[src/assert_macros.svh]
// assertion macros used by the top level rtl file
// clock clk_i and active-low reset rst_ni are assumed in the enclosing module
`ifndef ASSERT_MACROS_SVH
`define ASSERT_MACROS_SVH

// property must hold at every clock edge outside reset
`define ASSERT_ON(label, prop, msg) \
  label: assert property (@(posedge clk_i) disable iff (!rst_ni) (prop)) else $error(msg);

// expression must never be true outside reset
`define ASSERT_NEVER(label, expr, msg) \
  label: assert property (@(posedge clk_i) disable iff (!rst_ni) !(expr)) else $error(msg);

`endif

[src/mbmt_pkg.sv]
// shared types and constants of the modular byte matrix transform
// no dependencies
package mbmt_pkg;

  localparam int unsigned POINTS    = 8;
  localparam int unsigned BYTE_W    = 8;
  localparam int unsigned WORD_W    = POINTS * BYTE_W;
  localparam int unsigned ACC_W     = 16;
  localparam int unsigned CFG_IDX_W = 8;
  localparam int unsigned ROW_SEL_W = $clog2(POINTS);

  // index of the first matrix row register, rows follow in order
  localparam logic [CFG_IDX_W-1:0] CFG_MATRIX_ROW_0 = CFG_IDX_W'(0);
  localparam logic [CFG_IDX_W-1:0] CFG_ROW_COUNT    = CFG_IDX_W'(POINTS);

  typedef logic [WORD_W-1:0]               word_t;
  typedef logic [BYTE_W-1:0]               byte_t;
  typedef logic [ACC_W-1:0]                acc_t;
  typedef logic [CFG_IDX_W-1:0]            cfg_idx_t;
  typedef logic [POINTS-1:0][WORD_W-1:0]   rows_t;
  typedef logic [POINTS-1:0][ACC_W-1:0]    sums_t;

endpackage

[src/mbmt_reduce.sv]
// reduces one 16-bit column sum modulo a constant by reciprocal multiplication
// one register stage inside; depends on mbmt_pkg
module mbmt_reduce #(
  parameter int unsigned Modulus = 127
) (
  input  logic           clk_i,
  input  mbmt_pkg::acc_t sum_i,
  output mbmt_pkg::byte_t rem_o
);
  import mbmt_pkg::*;

  localparam int unsigned RecipShift = ACC_W + BYTE_W;
  localparam int unsigned ProdW      = ACC_W + RecipShift;
  localparam longint unsigned RecipVal =
    ((64'd1 << RecipShift) + 64'(Modulus) - 64'd1) / 64'(Modulus);
  localparam logic [RecipShift-1:0] RecipC = RecipShift'(RecipVal);
  localparam acc_t ModC = ACC_W'(Modulus);

  logic [ProdW-1:0] prod;
  acc_t             quot_d, quot_q;
  acc_t             sum_hold_q;
  acc_t             back;
  acc_t             rem;

  // quotient is exact for every 16-bit sum since the shift covers 16 + 8 bits
  assign prod   = {{(ProdW-ACC_W){1'b0}}, sum_i} * {{(ProdW-RecipShift){1'b0}}, RecipC};
  assign quot_d = prod[ProdW-1 -: ACC_W];

  always_ff @(posedge clk_i) begin
    quot_q     <= quot_d;
    sum_hold_q <= sum_i;
  end

  assign back  = quot_q * ModC;
  assign rem   = sum_hold_q - back;
  assign rem_o = rem[BYTE_W-1:0];

endmodule

[config.mk]
export PLATFORM = sky130hd
export DESIGN_NAME = mbmt_reduce
export DESIGN_NICKNAME = d
export VERILOG_FILES = /design/src/assert_macros.svh /design/src/mbmt_pkg.sv /design/src/mbmt_reduce.sv
export SDC_FILE = /design/constraint.sdc
export NUM_CORES = 1
export LEC_CHECK = 0
export BUFFER_PORTS_ARGS = -buffer_cell sky130_fd_sc_hd__buf_2
export CORE_UTILIZATION = 50
export CTS_BUF_LIST = sky130_fd_sc_hd__clkbuf_4
export DETAILED_ROUTE_END_ITERATION = 7
export PLACE_DENSITY = 0.65
export SYNTH_ARGS = -nofsm -noshare
export SYNTH_HDL_FRONTEND = slang
export SYNTH_SLANG_ARGS = --single-unit
[constraint.sdc]
create_clock -name clk_i -period 5.5 [get_ports clk_i]
set_input_delay 0.825 -clock clk_i [delete_from_list [all_inputs] [get_ports clk_i]]
set_output_delay 0.825 -clock clk_i [all_outputs]
set_load 0.02 [all_outputs]
==> results.md <==
* Run status: complete, no violations
* Number of port buffers at 24
* Required @ worst endpoint at 4680 ps
* Clock tree from TritonCTS: built
* Post-route setup TNS at 0 ps
* Remaining global-route overflow at 0
* Setup crit start kind: register
* Met2 track utilization from global routing at 37.8%
* Fraction of met3 tracks used by global routing at 1.00%
* Routed len/inst at 14.2 um
* H-tree Lvls at 1
* Final period utilization at 87.7%
* Setup repair after global routing missed its margin: false
* Buffer type at the clock tree root: sky130_fd_sc_hd__clkbuf_4
* Post-synthesis sequential element count at 16
* Buffers & Inverters on Critical Path at 4
* DR vias/cell at 5.38
* Global-route track usage on met1 at 26.3%
* Number of unique standard cell types used by synthesis at 42
* Gates resized, CTS repair at 0
* Width of the chip at 81.7 um
* Effective utilization at floorplan at 52.7%
* Cells after synthesis at 324
* Total global routing track utilization at 20.4%
* Half-perimeter wire length of the detailed placement result at 5.45 mm
* Clock input transition at the sequential cells of the worst setup and hold paths at 80 ps
* Net count of the mapped netlist at 472
* Critical path's largest stage delay at 530 ps
* TritonCTS Buffers at 3
* Avg Synthesized Cell Area at 9.80 um2
* Number of enable-type register cells in the synthesized netlist at 0
* Largest fanout on the critical path at 7
* Initial antenna violation count at 0
* Total of warnings raised by yosys at 0
* Minimum clock period at 4820 ps
* Quantity of hold-fixing buffers added after cts at 0
* Die area at 6680 um2
* CTS sink cnt at 16
* Core Footprint at 6030 um2
* Layer with the highest usage: met2
* Std-Cell Rows at 28
* Slew HR at 50.2%
* Number of design rule violations left after detail routing at 0
* Cell Chain, Critical Path: inv_1 -> fa_1 -> inv_1 -> fa_1 -> ha_1 -> fa_1 -> inv_1 -> ha_1 -> a21o_1 -> a31oi_1 -> o21ai_1 -> xnor2_1 -> buf_2
* Post-route core utilization at 56.6%
* Crit path capture type: output pin
* Number of global-route vias before repair at 2255
* Top-level port count at 25
* Critical path class: reg2out
* Total via count after detailed routing at 2292
* Initial DRC Count at 64
* Share of synthesized registers carrying an async set or reset at 0%
* Highest Clock Rate at 0.207 GHz
* Arrival @ worst endpoint at 4000 ps
* Synthesized cell area at 3180 um2
* Type of the tightest min-delay check: in2reg
* Vertical die dimension at 81.7 um
* Number of maximum-capacitance constraint violations at 0
* Area growth syn-to-layout at 7.44%
* Final Net Count at 501
* Top delay family on crit path: adder cells
* Number of fillers in the final layout at 561
* Weighted congestion reported at the end of routability-driven placement at 0.866
* Total setup buffers inserted after CTS at 0
* Maximum number of pins on one net before global-route repair at 9
* Final hold violation count at 0
* Global-route wire length before repair at 10.2 mm
* Total count of max-transition violations in the final report at 0
* Antenna diode count at 0
* Most used DFF post-synth: sky130_fd_sc_hd__dfxtp_1
* Worst-case clock buffer depth at 2
* Final-report setup violation count at 0
* Total Routed Length at 6.06 mm
* Standard cell with the maximum stage delay on the critical path: sky130_fd_sc_hd__fa_1
* Register area share after synthesis at 10.1%
* Measured slew at the worst slew-check pin at 729 ps
* Number of antenna-violating nets in the routed design at 0
* Share of layout cells above drive strength 1 at 10.3%
* Number of optimization iterations in the first detailed-route pass at 5
==> synthesized netlist by cell type (2+ instances only) <==
library cell / count / share of area (%)
sky130_fd_sc_hd__ha_1: 104 / 41
sky130_fd_sc_hd__xor2_1: 4 / 1.1
sky130_fd_sc_hd__xnor2_1: 18 / 5.0
sky130_fd_sc_hd__nor2_1: 10 / 1.2
sky130_fd_sc_hd__a211o_1: 2 / 0.55
sky130_fd_sc_hd__and4_1: 2 / 0.55
sky130_fd_sc_hd__nand3_1: 6 / 0.95
sky130_fd_sc_hd__a21o_1: 4 / 0.95
sky130_fd_sc_hd__o21ai_0: 2 / 0.32
sky130_fd_sc_hd__or2_1: 2 / 0.39
sky130_fd_sc_hd__inv_1: 60 / 7.1
sky130_fd_sc_hd__fa_1: 27 / 17
sky130_fd_sc_hd__a21oi_1: 11 / 1.7
sky130_fd_sc_hd__o21ai_1: 6 / 0.95
sky130_fd_sc_hd__o21bai_1: 3 / 0.71
sky130_fd_sc_hd__a31oi_1: 2 / 0.39
sky130_fd_sc_hd__nor3_1: 6 / 0.95
sky130_fd_sc_hd__nand2_1: 8 / 0.95
sky130_fd_sc_hd__a211oi_1: 4 / 0.95
sky130_fd_sc_hd__dfxtp_1: 16 / 10
sky130_fd_sc_hd__o21a_1: 2 / 0.47
sky130_fd_sc_hd__nand4_1: 5 / 0.98
==> area by class of cell <==
| type | count | area, um2 | share of cell area, % |
|---|---|---|---|
| clock buffers | 3 | 22.5 | 0.660 |
| inverters | 60 | 225 | 6.60 |
| repair buffers | 24 | 120 | 3.52 |
| multi-input cells | 248 | 2630 | 77.1 |
| flip-flops and latches | 16 | 320 | 9.38 |
| well taps | 75 | 93.8 | 2.75 |
==> cells by family (layout without fill, tap and decap cells) <==
logic type               after synthesis  count (layout)  synth area share [%]
flip-flops                            16              16                  10.1
AO/OA/AOI/OAI                         49              49                  11.2
XOR/XNOR                              22              22                  6.07
AND/OR/NAND/NOR                       46              46                  7.60
buffers and inverters                 60              87                  7.09
adder cells (fa/ha/maj)              131             131                  58.0
==> cell usage in the layout (no fill, tap or decap), drive strengths merged, types with 3 or more instances in the layout <==
cell type	instances
nor3	6
nand2	9
nand4	5
xnor2	18
o21bai	4
dfxtp	16
clkbuf	3
or2	3
fa	27
a21oi	11
a21o	4
o21ai	9
nand3	6
xor2	4
nor2	10
ha	104
inv	60
a211oi	5
buf	24
a211o	3
==> flip-flops by register name (all words and copies together), names as in the netlist <==
| register | cells |
|---|---|
| quot_q | 8 |
| sum_hold_q | 8 |
==> metrics by stage <==
step                setup slack, ps  area [um2]  hold slack (ps)  std cells
floorplan                      1040        3180              853        324
global placement               1020        3390             1030        423
detailed placement              923        3390             1020        423
CTS                             614        3410              739        426
global route                    330        3410              713        426
finish                          679        3410              746        426
==> per-layer routing <==
metal  part of all wire (%)  up-vias  routed length (um)
met5                      0        -                   0
met4                   0.45        0                  27
met3                    2.4        2                 145
met2                     50       39                3030
met1                     47     1070                2860
li1                       -     1181                   -
==> path summary, 6_finish.rpt <==
kind       from       endpoint  slack, ps  cells past startpoint
max   quot_q[0]       rem_o[7]        680                     13
min    sum_i[7]  sum_hold_q[7]        750                      1
Power is not shown: default switching activity piles up to over one toggle a cycle in this logic, so the estimate is an artifact.
